## config.mk

```make
export PLATFORM = sky130hd
export DESIGN_NAME = first_fit_segment_allocator
export DESIGN_NICKNAME = d
export VERILOG_FILES = /design/src/design/ffsa_pkg.sv /design/src/design/first_fit_segment_allocator.sv
export SDC_FILE = /design/constraint.sdc
export NUM_CORES = 2
export LEC_CHECK = 0
export CAP_MARGIN = 20
export CELL_PAD_IN_SITES_DETAIL_PLACEMENT = 0
export CELL_PAD_IN_SITES_GLOBAL_PLACEMENT = 2
export CORE_MARGIN = 5
export CORE_UTILIZATION = 50
export DETAILED_ROUTE_END_ITERATION = 12
export DONT_BUFFER_PORTS = 1
export GPL_ROUTABILITY_DRIVEN = 0
export PLACE_DENSITY_LB_ADDON = 0.05
export SLEW_MARGIN = 0
export SYNTH_ARGS = -nofsm -noshare
export SYNTH_HDL_FRONTEND = slang
export SYNTH_SLANG_ARGS = --single-unit
```

## constraint.sdc

```tcl
create_clock -name clk -period 8.15 [get_ports clk]
set_clock_uncertainty 0.1 [all_clocks]
set_input_delay 0.4075 -clock clk [delete_from_list [all_inputs] [get_ports clk]]
set_output_delay 0.4075 -clock clk [all_outputs]
set_load 0.02 [all_outputs]
```

## src/design/ffsa_pkg.sv

```systemverilog
// Shared types and constants for the first-fit segment allocator.
`default_nettype none
package ffsa_pkg;

  localparam int unsigned SIZE_W  = 17;
  localparam int unsigned START_W = 16;
  localparam logic [SIZE_W-1:0] HEAP_MAX = 17'h10000;

  typedef enum logic [1:0] {
    ST_OK       = 2'd0,
    ST_NOFIT    = 2'd1,
    ST_NOTFOUND = 2'd2,
    ST_FULL     = 2'd3
  } status_t;

  typedef enum logic {
    MODE_ALLOC = 1'b0,
    MODE_FREE  = 1'b1
  } mode_t;

endpackage
`default_nettype wire

```

## src/design/first_fit_segment_allocator.sv

```systemverilog
// First-fit heap segment allocator with split and coalescing, table in one memory.
//
//  channel   dir  handshake                  payload
//  in        in   in_valid / in_ready        mode, owner_id, request_size, block_start
//  out       out  out_valid / out_ready      status, start_out
//  cfg       in   cfg_wr_en (no wait)        cfg_wr_data (heap size)
//
// One word at a time: each segment scanned takes a read and a check state (S_RD, S_CHK;
// the memory read is registered), and each entry shifted on a split or merge takes a
// read and a write state (S_MVRD, S_MVWR). After reset or a cfg write the S_INIT state
// rebuilds entry 0. A new word is taken while the previous result waits in the
// output register; a stalled output holds the block in its final state only.
`default_nettype none
module first_fit_segment_allocator
  import ffsa_pkg::*;
#(
  parameter int unsigned MAX_SEGMENTS = 64,
  parameter int unsigned OWNER_BITS   = 8
) (
  input  wire logic                clk,
  input  wire logic                rst,
  input  wire logic                in_valid,
  output logic                     in_ready,
  input  wire logic                mode,
  input  wire logic [7:0]          owner_id,
  input  wire logic [SIZE_W-1:0]   request_size,
  input  wire logic [START_W-1:0]  block_start,
  output logic                     out_valid,
  input  wire logic                out_ready,
  output logic [1:0]               status,
  output logic [START_W-1:0]       start_out,
  input  wire logic                cfg_wr_en,
  input  wire logic [SIZE_W-1:0]   cfg_wr_data
);

  localparam int unsigned AW = (MAX_SEGMENTS > 1) ? $clog2(MAX_SEGMENTS) : 1;
  localparam int unsigned CW = $clog2(MAX_SEGMENTS + 1);
  localparam int unsigned IW = CW + 1;

  typedef struct packed {
    logic [START_W-1:0]    start;
    logic [SIZE_W-1:0]     size;
    logic                  free;
    logic [OWNER_BITS-1:0] owner;
  } ent_t;

  typedef enum logic [10:0] {
    S_INIT  = 11'b00000000001,
    S_IDLE  = 11'b00000000010,
    S_RD    = 11'b00000000100,
    S_CHK   = 11'b00000001000,
    S_NXRD  = 11'b00000010000,
    S_NXCHK = 11'b00000100000,
    S_MVRD  = 11'b00001000000,
    S_MVWR  = 11'b00010000000,
    S_FIX1  = 11'b00100000000,
    S_FIX2  = 11'b01000000000,
    S_DONE  = 11'b10000000000
  } state_t;

  ent_t mem [MAX_SEGMENTS];
  ent_t rdata;
  logic [AW-1:0] raddr, waddr;
  logic we;
  ent_t wdata;

  state_t st;
  logic [SIZE_W-1:0] heap;
  logic [CW-1:0] count;
  logic [IW-1:0] idx;
  logic mode_r;
  logic [OWNER_BITS-1:0] own_r;
  logic [SIZE_W-1:0] req_r;
  logic [START_W-1:0] blk_r;
  ent_t cur, prv;
  logic mv_up, mv_two;
  logic [IW-1:0] mv_dst, mv_lim;
  logic [IW-1:0] w1_addr, w2_addr;
  ent_t w1_data, w2_data;
  logic w2_en;
  status_t res_st;
  logic [START_W-1:0] res_start;

  logic [IW-1:0] count_x, mv_src, idx_p1;
  logic mv_stop, right, left, fit, match;
  logic [SIZE_W-1:0] cfg_clamped;
  logic out_load;

  assign count_x = IW'(count);
  assign idx_p1  = idx + IW'(1);
  assign mv_src  = mv_up ? mv_dst - IW'(1) : mv_dst + (mv_two ? IW'(2) : IW'(1));
  assign mv_stop = mv_up ? (mv_dst < mv_lim) : (mv_src >= mv_lim);
  assign fit     = rdata.free && (rdata.size >= req_r);
  assign match   = !rdata.free && (rdata.owner == own_r) && (rdata.start == blk_r);
  assign right   = (idx_p1 < count_x) && rdata.free;
  assign left    = (idx != '0) && prv.free;
  assign in_ready = (st == S_IDLE);
  assign out_load = (st == S_DONE) && !cfg_wr_en && (!out_valid || out_ready);

  always_comb begin
    if (cfg_wr_data == '0) cfg_clamped = SIZE_W'(1);
    else if (cfg_wr_data > HEAP_MAX) cfg_clamped = HEAP_MAX;
    else cfg_clamped = cfg_wr_data;
  end

  // memory port control
  always_comb begin
    raddr = idx[AW-1:0];
    we    = 1'b0;
    waddr = w1_addr[AW-1:0];
    wdata = w1_data;
    unique case (st)
      S_INIT: begin
        we = 1'b1;
        waddr = '0;
        wdata = '{start: '0, size: heap, free: 1'b1, owner: '0};
      end
      S_NXRD: raddr = idx_p1[AW-1:0];
      S_MVRD: raddr = mv_src[AW-1:0];
      S_MVWR: begin
        we = 1'b1;
        waddr = mv_dst[AW-1:0];
        wdata = rdata;
      end
      S_FIX1: we = 1'b1;
      S_FIX2: begin
        we = 1'b1;
        waddr = w2_addr[AW-1:0];
        wdata = w2_data;
      end
      default: ;
    endcase
  end

  always_ff @(posedge clk) begin
    if (we) mem[waddr] <= wdata;
    rdata <= mem[raddr];
  end

  always_ff @(posedge clk) begin
    if (rst) begin
      out_valid <= 1'b0;
    end else if (out_load) begin
      out_valid <= 1'b1;
    end else if (out_ready) begin
      out_valid <= 1'b0;
    end
  end

  always_ff @(posedge clk) begin
    if (rst) begin
      st <= S_INIT;
      heap <= HEAP_MAX;
      count <= CW'(1);
    end else begin
      if (cfg_wr_en) begin
        heap <= cfg_clamped;
        st <= S_INIT;
      end else begin
        unique case (st)
          S_INIT: begin
            count <= CW'(1);
            st <= S_IDLE;
          end
          S_IDLE: begin
            if (in_valid) begin
              mode_r <= mode;
              own_r  <= OWNER_BITS'(owner_id);
              req_r  <= request_size;
              blk_r  <= block_start;
              idx    <= '0;
              // no move by default: up with dst below the limit
              mv_up  <= 1'b1;
              mv_two <= 1'b0;
              mv_dst <= '0;
              mv_lim <= IW'(1);
              w2_en  <= 1'b0;
              res_start <= '0;
              if (mode == MODE_ALLOC && request_size == '0) begin
                res_st <= ST_NOFIT;
                st <= S_DONE;
              end else begin
                st <= S_RD;
              end
            end
          end
          S_RD: begin
            if (idx == count_x) begin
              res_st <= (mode_r == MODE_FREE) ? ST_NOTFOUND : ST_NOFIT;
              st <= S_DONE;
            end else begin
              st <= S_CHK;
            end
          end
          S_CHK: begin
            cur <= rdata;
            if (mode_r == MODE_ALLOC && fit) begin
              res_st <= ST_OK;
              res_start <= rdata.start;
              w1_addr <= idx;
              if (rdata.size == req_r) begin
                w1_data <= '{start: rdata.start, size: rdata.size, free: 1'b0,
                             owner: own_r};
                st <= S_MVRD;
              end else if (count_x == IW'(MAX_SEGMENTS)) begin
                res_st <= ST_FULL;
                res_start <= '0;
                st <= S_DONE;
              end else begin
                // split: open a slot at idx+1 for the free remainder
                w1_addr <= idx_p1;
                w1_data <= '{start: START_W'(rdata.start + req_r),
                             size: rdata.size - req_r, free: 1'b1, owner: '0};
                w2_en   <= 1'b1;
                w2_addr <= idx;
                w2_data <= '{start: rdata.start, size: req_r, free: 1'b0, owner: own_r};
                mv_dst  <= count_x;
                mv_lim  <= idx + IW'(2);
                count   <= count + CW'(1);
                st <= S_MVRD;
              end
            end else if (mode_r == MODE_FREE && match) begin
              st <= S_NXRD;
            end else begin
              prv <= rdata;
              idx <= idx_p1;
              st <= S_RD;
            end
          end
          S_NXRD: st <= S_NXCHK;
          S_NXCHK: begin
            res_st <= ST_OK;
            mv_up  <= 1'b0;
            mv_lim <= count_x;
            if (left && right) begin
              w1_addr <= idx - IW'(1);
              w1_data <= '{start: prv.start, size: prv.size + cur.size + rdata.size,
                           free: 1'b1, owner: prv.owner};
              mv_two <= 1'b1;
              mv_dst <= idx;
              count  <= count - CW'(2);
            end else if (left) begin
              w1_addr <= idx - IW'(1);
              w1_data <= '{start: prv.start, size: prv.size + cur.size,
                           free: 1'b1, owner: prv.owner};
              mv_dst <= idx;
              count  <= count - CW'(1);
            end else if (right) begin
              w1_addr <= idx;
              w1_data <= '{start: cur.start, size: cur.size + rdata.size,
                           free: 1'b1, owner: cur.owner};
              mv_dst <= idx_p1;
              count  <= count - CW'(1);
            end else begin
              w1_addr <= idx;
              w1_data <= '{start: cur.start, size: cur.size, free: 1'b1,
                           owner: cur.owner};
              mv_up  <= 1'b1;
              mv_lim <= IW'(1);
              mv_dst <= '0;
            end
            st <= S_MVRD;
          end
          S_MVRD: st <= mv_stop ? S_FIX1 : S_MVWR;
          S_MVWR: begin
            mv_dst <= mv_up ? mv_dst - IW'(1) : mv_dst + IW'(1);
            st <= S_MVRD;
          end
          S_FIX1: st <= w2_en ? S_FIX2 : S_DONE;
          S_FIX2: st <= S_DONE;
          S_DONE: begin
            if (out_load) begin
              status    <= res_st;
              start_out <= res_start;
              st <= S_IDLE;
            end
          end
          default: st <= S_INIT;
        endcase
      end
    end
  end

  a_count_range: assert property (@(posedge clk) disable iff (rst)
    (count != '0) && (count_x <= IW'(MAX_SEGMENTS)))
    else $error("segment count out of range");

  a_busy_after_accept: assert property (@(posedge clk) disable iff (rst)
    (in_valid && in_ready && !cfg_wr_en) |=> !in_ready)
    else $error("accepted a word while busy");

  a_cfg_rebuild: assert property (@(posedge clk) disable iff (rst)
    cfg_wr_en |=> (st == S_INIT))
    else $error("cfg write did not rebuild table");

endmodule
`default_nettype wire

```

==> Implementation_results.wiki <==
{| class="wikitable"
! Metric !! Value
|-
| YS warnings || 0
|-
| Post-synthesis instance area || 123800 sq um
|-
| Avg WL per Cell || 33.38 um
|-
| Clock latency of the later-clocked register in the worst-skew pair || 0.95 ns
|-
| Initial antenna violation count || 25
|-
| R2r endpoint || rdata[7]
|-
| DPL Wire Length || 244.8 mm
|-
| VDD IR-drop max || 0.2101 mV
|-
| Tightest Pin Transition || 1.175 ns
|-
| Share of flip-flops with an asynchronous set or reset after synthesis || 0%
|-
| Post-route clock period utilization || 70.02%
|-
| Register clock-pin slew on the reported worst setup and hold paths || 0.06 ns
|-
| Post CTS Setup Buffer Count || 0
|-
| R2R Setup Slk || 2.44 ns
|-
| Sink Count || 3049
|-
| Post-synthesis area per instance || 13.86 sq um
|-
| Height of the die || 507.6 um
|-
| Layout fillers || 19490
|-
| Overall overflow remaining after global route || 0
|-
| Via count || 80480
|-
| RSZ-0062 raised after global routing || no
|-
| Top-level I/O count || 84
|-
| Accumulated negative setup slack || 0 ns
|-
| Area grow syn2layout || 13.29%
|-
| Number of nets in the final layout || 9268
|-
| Worst-path fanout max || 130
|-
| Nature of the critical path endpoint || flip-flop
|-
| Final critical-path required period || 5.707 ns
|-
| Number of optimization iterations in the first detailed-route pass || 9
|-
| Type of the most critical hold path || in -> reg
|-
| Via count of the first global-routing pass || 76110
|-
| Wire length of the first global-routing pass || 590.5 mm
|-
| Depth of the most critical reg-to-reg path || 10
|-
| Layout cells sized above 1 || 10.14%
|-
| Total area of multi-input combinational cells || 31340 sq um
|-
| Pwr Density || 234.5 nW/um^2
|-
| Worst Setup Start Kind || flip-flop
|-
| Initial DRC Count || 11370
|-
| Pleak || 0.04761 uW
|-
| Tightest slew margin relative to the limit || 21.65%
|-
| Number of H-tree levels || 5
|-
| CORE AREA || 246200 sq um
|-
| Critical path arrival || 6.38 ns
|-
| Horizontal die dimension || 507.6 um
|-
| Synth Area in Simple Gates || 12.70%
|-
| Antenna Violating Nets Remaining || 0
|-
| Maximum number of pins on one net before global-route repair || 156
|-
| Achievable frequency || 175.2 MHz
|-
| Number of distinct library cell variants in the gate-level netlist after synthesis || 94
|-
| Xor/xnor cell area share of the yosys netlist || 0.8419%
|-
| Cell count of the worst hold path || 1
|-
| Mux cell area share after synthesis || 3.058%
|-
| Number of instances resized during post-cts repair || 0
|-
| Worst Hold End || own_r[4]
|-
| Post-layout instance area || 140200 sq um
|-
| Final routed wirelength across all metal layers || 422.6 mm
|-
| Number of standard-cell rows in the floorplan || 182
|-
| Flop and latch count out of synthesis || 3049
|-
| Number of endpoints with negative hold slack in the final report || 0
|-
| Total die area || 257600 sq um
|-
| Sequential cell area || 90780 sq um
|-
| Reg2Reg Launch Point || st[1]
|-
| Worst min-delay path startpoint || owner_id[4]
|-
| CTS tree || built
|-
| Number of max-cap violations || 0
|-
| Count of flip-flops with a built-in enable after synthesis || 2971
|-
| Hold_ws || 0.05797 ns
|-
| Drt drc || 0
|-
| Number of instances in the synthesized netlist || 8933
|-
| Number of nets produced by synthesis || 9120
|-
| Effective utilization at floorplan || 50.29%
|-
| Port Buffers || 0
|-
| Compound-gate portion of the synthesized area || 6.646%
|-
| Setup violations, final || 0
|-
| Cts bufs inserted || 333
|-
| Adder and majority cell fraction of the synthesized area || 1.280%
|-
| Status || complete, no violations
|-
| Clock root cell || sky130_fd_sc_hd__clkbuf_16
|-
| Tot GR Track Use || 32.25%
|-
| Final max-slew violation count || 0
|-
| Area after DPL || 129000 sq um
|-
| Endpoint required time on the critical path || 8.83 ns
|-
| Most instantiated flip-flop cell in the synthesis netlist || sky130_fd_sc_hd__edfxtp_1
|-
| Routed vias/inst || 6.356
|-
| Start-to-end type of the worst setup path || reg -> reg
|-
| Sequential share of the synthesized area || 73.33%
|-
| Buffers from clock root to sink, at most || 4
|-
| Main combinational cell family by area after synthesis || simple AND/OR/NAND/NOR gates
|}
[sequential cells by signal, indices dropped and copies added (netlist names), 17 cells and up]
register  count
heap         17
prv          42
req_r        17
mem        2688
w1_data      42
cur          41
w2_data      41
rdata        42
[synth_stat cells (9+ instances only)]
library cell	instances	area (sq um)
sky130_fd_sc_hd__edfxtp_1	2971	89220
sky130_fd_sc_hd__nand2_1	2130	7995
sky130_fd_sc_hd__nand3_1	709	3548
sky130_fd_sc_hd__clkbuf_1	254	953.4
sky130_fd_sc_hd__mux2i_1	224	2242
sky130_fd_sc_hd__nor2_1	220	825.8
sky130_fd_sc_hd__a31oi_1	208	1301
sky130_fd_sc_hd__nand4_1	187	1170
sky130_fd_sc_hd__buf_2	185	925.9
sky130_fd_sc_hd__a32oi_1	177	1550
sky130_fd_sc_hd__a21oi_1	163	815.8
sky130_fd_sc_hd__ha_1	117	1464
sky130_fd_sc_hd__o21ai_0	107	535.5
sky130_fd_sc_hd__a211oi_1	103	773.2
sky130_fd_sc_hd__and3_1	98	613.1
sky130_fd_sc_hd__buf_1	84	315.3
sky130_fd_sc_hd__dfxtp_1	78	1562
sky130_fd_sc_hd__inv_1	74	277.8
sky130_fd_sc_hd__mux4_2	68	1531
sky130_fd_sc_hd__a22oi_1	65	488.0
sky130_fd_sc_hd__xor2_1	61	534.3
sky130_fd_sc_hd__xnor2_1	58	508.0
sky130_fd_sc_hd__a311oi_1	49	429.2
sky130_fd_sc_hd__nor3_1	49	245.2
sky130_fd_sc_hd__and2_1	48	300.3
sky130_fd_sc_hd__a21o_1	33	247.7
sky130_fd_sc_hd__nor4_1	24	150.1
sky130_fd_sc_hd__o211ai_1	24	180.2
sky130_fd_sc_hd__or3_1	24	150.1
sky130_fd_sc_hd__a221oi_1	19	166.4
sky130_fd_sc_hd__a22o_1	19	166.4
sky130_fd_sc_hd__o22ai_1	18	112.6
sky130_fd_sc_hd__a222oi_1	17	170.2
sky130_fd_sc_hd__buf_4	16	120.1
sky130_fd_sc_hd__o21a_1	16	120.1
sky130_fd_sc_hd__a32o_1	15	150.1
sky130_fd_sc_hd__or4_1	15	112.6
sky130_fd_sc_hd__nor2b_1	14	87.58
sky130_fd_sc_hd__nand2b_1	12	75.07
sky130_fd_sc_hd__o31a_1	10	87.58
sky130_fd_sc_hd__o31ai_1	9	67.56
[power breakdown]
part | leakage, uW | switching (uW) | internal [uW]
sequential | 0.0280 | 47.9 | 17400
clock | 0.00501 | 6090 | 8410
combinational | 0.0146 | 730 | 169
[final cells by class]
cell class / count / area share (%)
antenna: 19 / 0.03390
sequential: 3049 / 64.73
clock inverter: 154 / 0.9912
multi-input combinational: 5266 / 22.35
inverter: 74 / 0.1981
tap: 3312 / 2.955
clock buffer: 432 / 6.324
timing repair buffer: 357 / 2.421
[cells in the final DEF (no fill, tap or decap), types with 19 or more instances in the layout]
cell	count
sky130_fd_sc_hd__a21o_1	33
sky130_fd_sc_hd__clkinv_2	50
sky130_fd_sc_hd__nor4_1	23
sky130_fd_sc_hd__a22oi_1	65
sky130_fd_sc_hd__nand2_1	2109
sky130_fd_sc_hd__diode_2	19
sky130_fd_sc_hd__inv_1	73
sky130_fd_sc_hd__dfxtp_1	78
sky130_fd_sc_hd__a21oi_4	19
sky130_fd_sc_hd__xor2_1	61
sky130_fd_sc_hd__clkinv_1	60
sky130_fd_sc_hd__nor3_1	47
sky130_fd_sc_hd__clkbuf_16	336
sky130_fd_sc_hd__o211ai_1	24
sky130_fd_sc_hd__a32oi_1	177
sky130_fd_sc_hd__xnor2_1	58
sky130_fd_sc_hd__and2_1	42
sky130_fd_sc_hd__buf_12	39
sky130_fd_sc_hd__nand3_1	709
sky130_fd_sc_hd__nand4_1	187
sky130_fd_sc_hd__a21oi_1	145
sky130_fd_sc_hd__a31oi_1	208
sky130_fd_sc_hd__nor2_4	72
sky130_fd_sc_hd__edfxtp_1	2971
sky130_fd_sc_hd__a311oi_1	49
sky130_fd_sc_hd__buf_4	227
sky130_fd_sc_hd__mux4_2	68
sky130_fd_sc_hd__or3_1	23
sky130_fd_sc_hd__and3_1	98
sky130_fd_sc_hd__a221oi_1	19
sky130_fd_sc_hd__clkbuf_1	86
sky130_fd_sc_hd__dlygate4sd3_1	91
sky130_fd_sc_hd__ha_1	117
sky130_fd_sc_hd__nor2_1	147
sky130_fd_sc_hd__o21ai_0	105
sky130_fd_sc_hd__bufinv_16	24
sky130_fd_sc_hd__nand2_2	22
sky130_fd_sc_hd__a211oi_1	102
sky130_fd_sc_hd__mux2i_1	224
[repair_timing]
item / 4_1_cts / 5_1_grt
hold buffers: 91 / 0
hold endpoints to repair: 78 / 0
endpoints found under the setup margin: 0 / 0
[metal layers]
layer | GRT usage, % | share of wire [%] | routed length (um) | vias to the layer above
li1 | - | - | - | 34200
met1 | 46.26 | 41 | 173000 | 41260
met2 | 50.52 | 46 | 194300 | 4273
met3 | 5.735 | 9.4 | 39890 | 743
met4 | 10.42 | 3.7 | 15450 | 4
met5 | 0 | 0.0066 | 28 | -
[cells by family after synthesis]
logic type | Yosys count
adders and majority gates | 123
muxes | 293
AOI/OAI and AO/OA | 1145
buffers and inverters | 618
and+or+nand+nor | 3586
DFF | 3049
xor gates and xnor gates | 119
[through the flow]
step	power, uW	worst slack, ns	cells	utilization (%)
2_1_floorplan	18200	3.057	8933	-
3_3_place_gp	18650	2.300	11960	52.38
3_5_place_dp	18670	2.299	11960	52.39
4_1_cts	33010	2.342	12640	56.93
5_1_grt	33740	2.360	12650	56.96
6_report	32890	2.443	12660	56.97
[worst max-delay path by stage]
| stage | endpoint | cells past startpoint | startpoint | slack, ns |
|---|---|---|---|---|
| 6_report | rdata[7] | 10 | st[1] | 2.44 |
| 5_1_grt | mem[14][27] | 11 | st[10] | 2.36 |
| 4_1_cts | mem[14][27] | 11 | st[1] | 2.34 |
| 3_5_place_dp | mem[14][27] | 11 | st[1] | 2.30 |
| 3_3_place_gp | mem[13][12] | 8 | st[1] | 2.30 |
| 2_1_floorplan | w2_addr[0] | 6 | st[4] | 3.06 |
[critical path: stages, from the launching register on]
cell and delay, ns:
sky130_fd_sc_hd__dfxtp_1 0.35, sky130_fd_sc_hd__or4_4 0.59, sky130_fd_sc_hd__or4b_1 0.92, sky130_fd_sc_hd__nand2_2 0.61
sky130_fd_sc_hd__nand2_8 0.52, sky130_fd_sc_hd__buf_12 0.45, sky130_fd_sc_hd__a211oi_1 0.36, sky130_fd_sc_hd__a311oi_1 0.09
sky130_fd_sc_hd__a31oi_1 0.60, sky130_fd_sc_hd__o22ai_1 0.28, sky130_fd_sc_hd__or3_1 0.49
(Power assumes the default switching activity.)
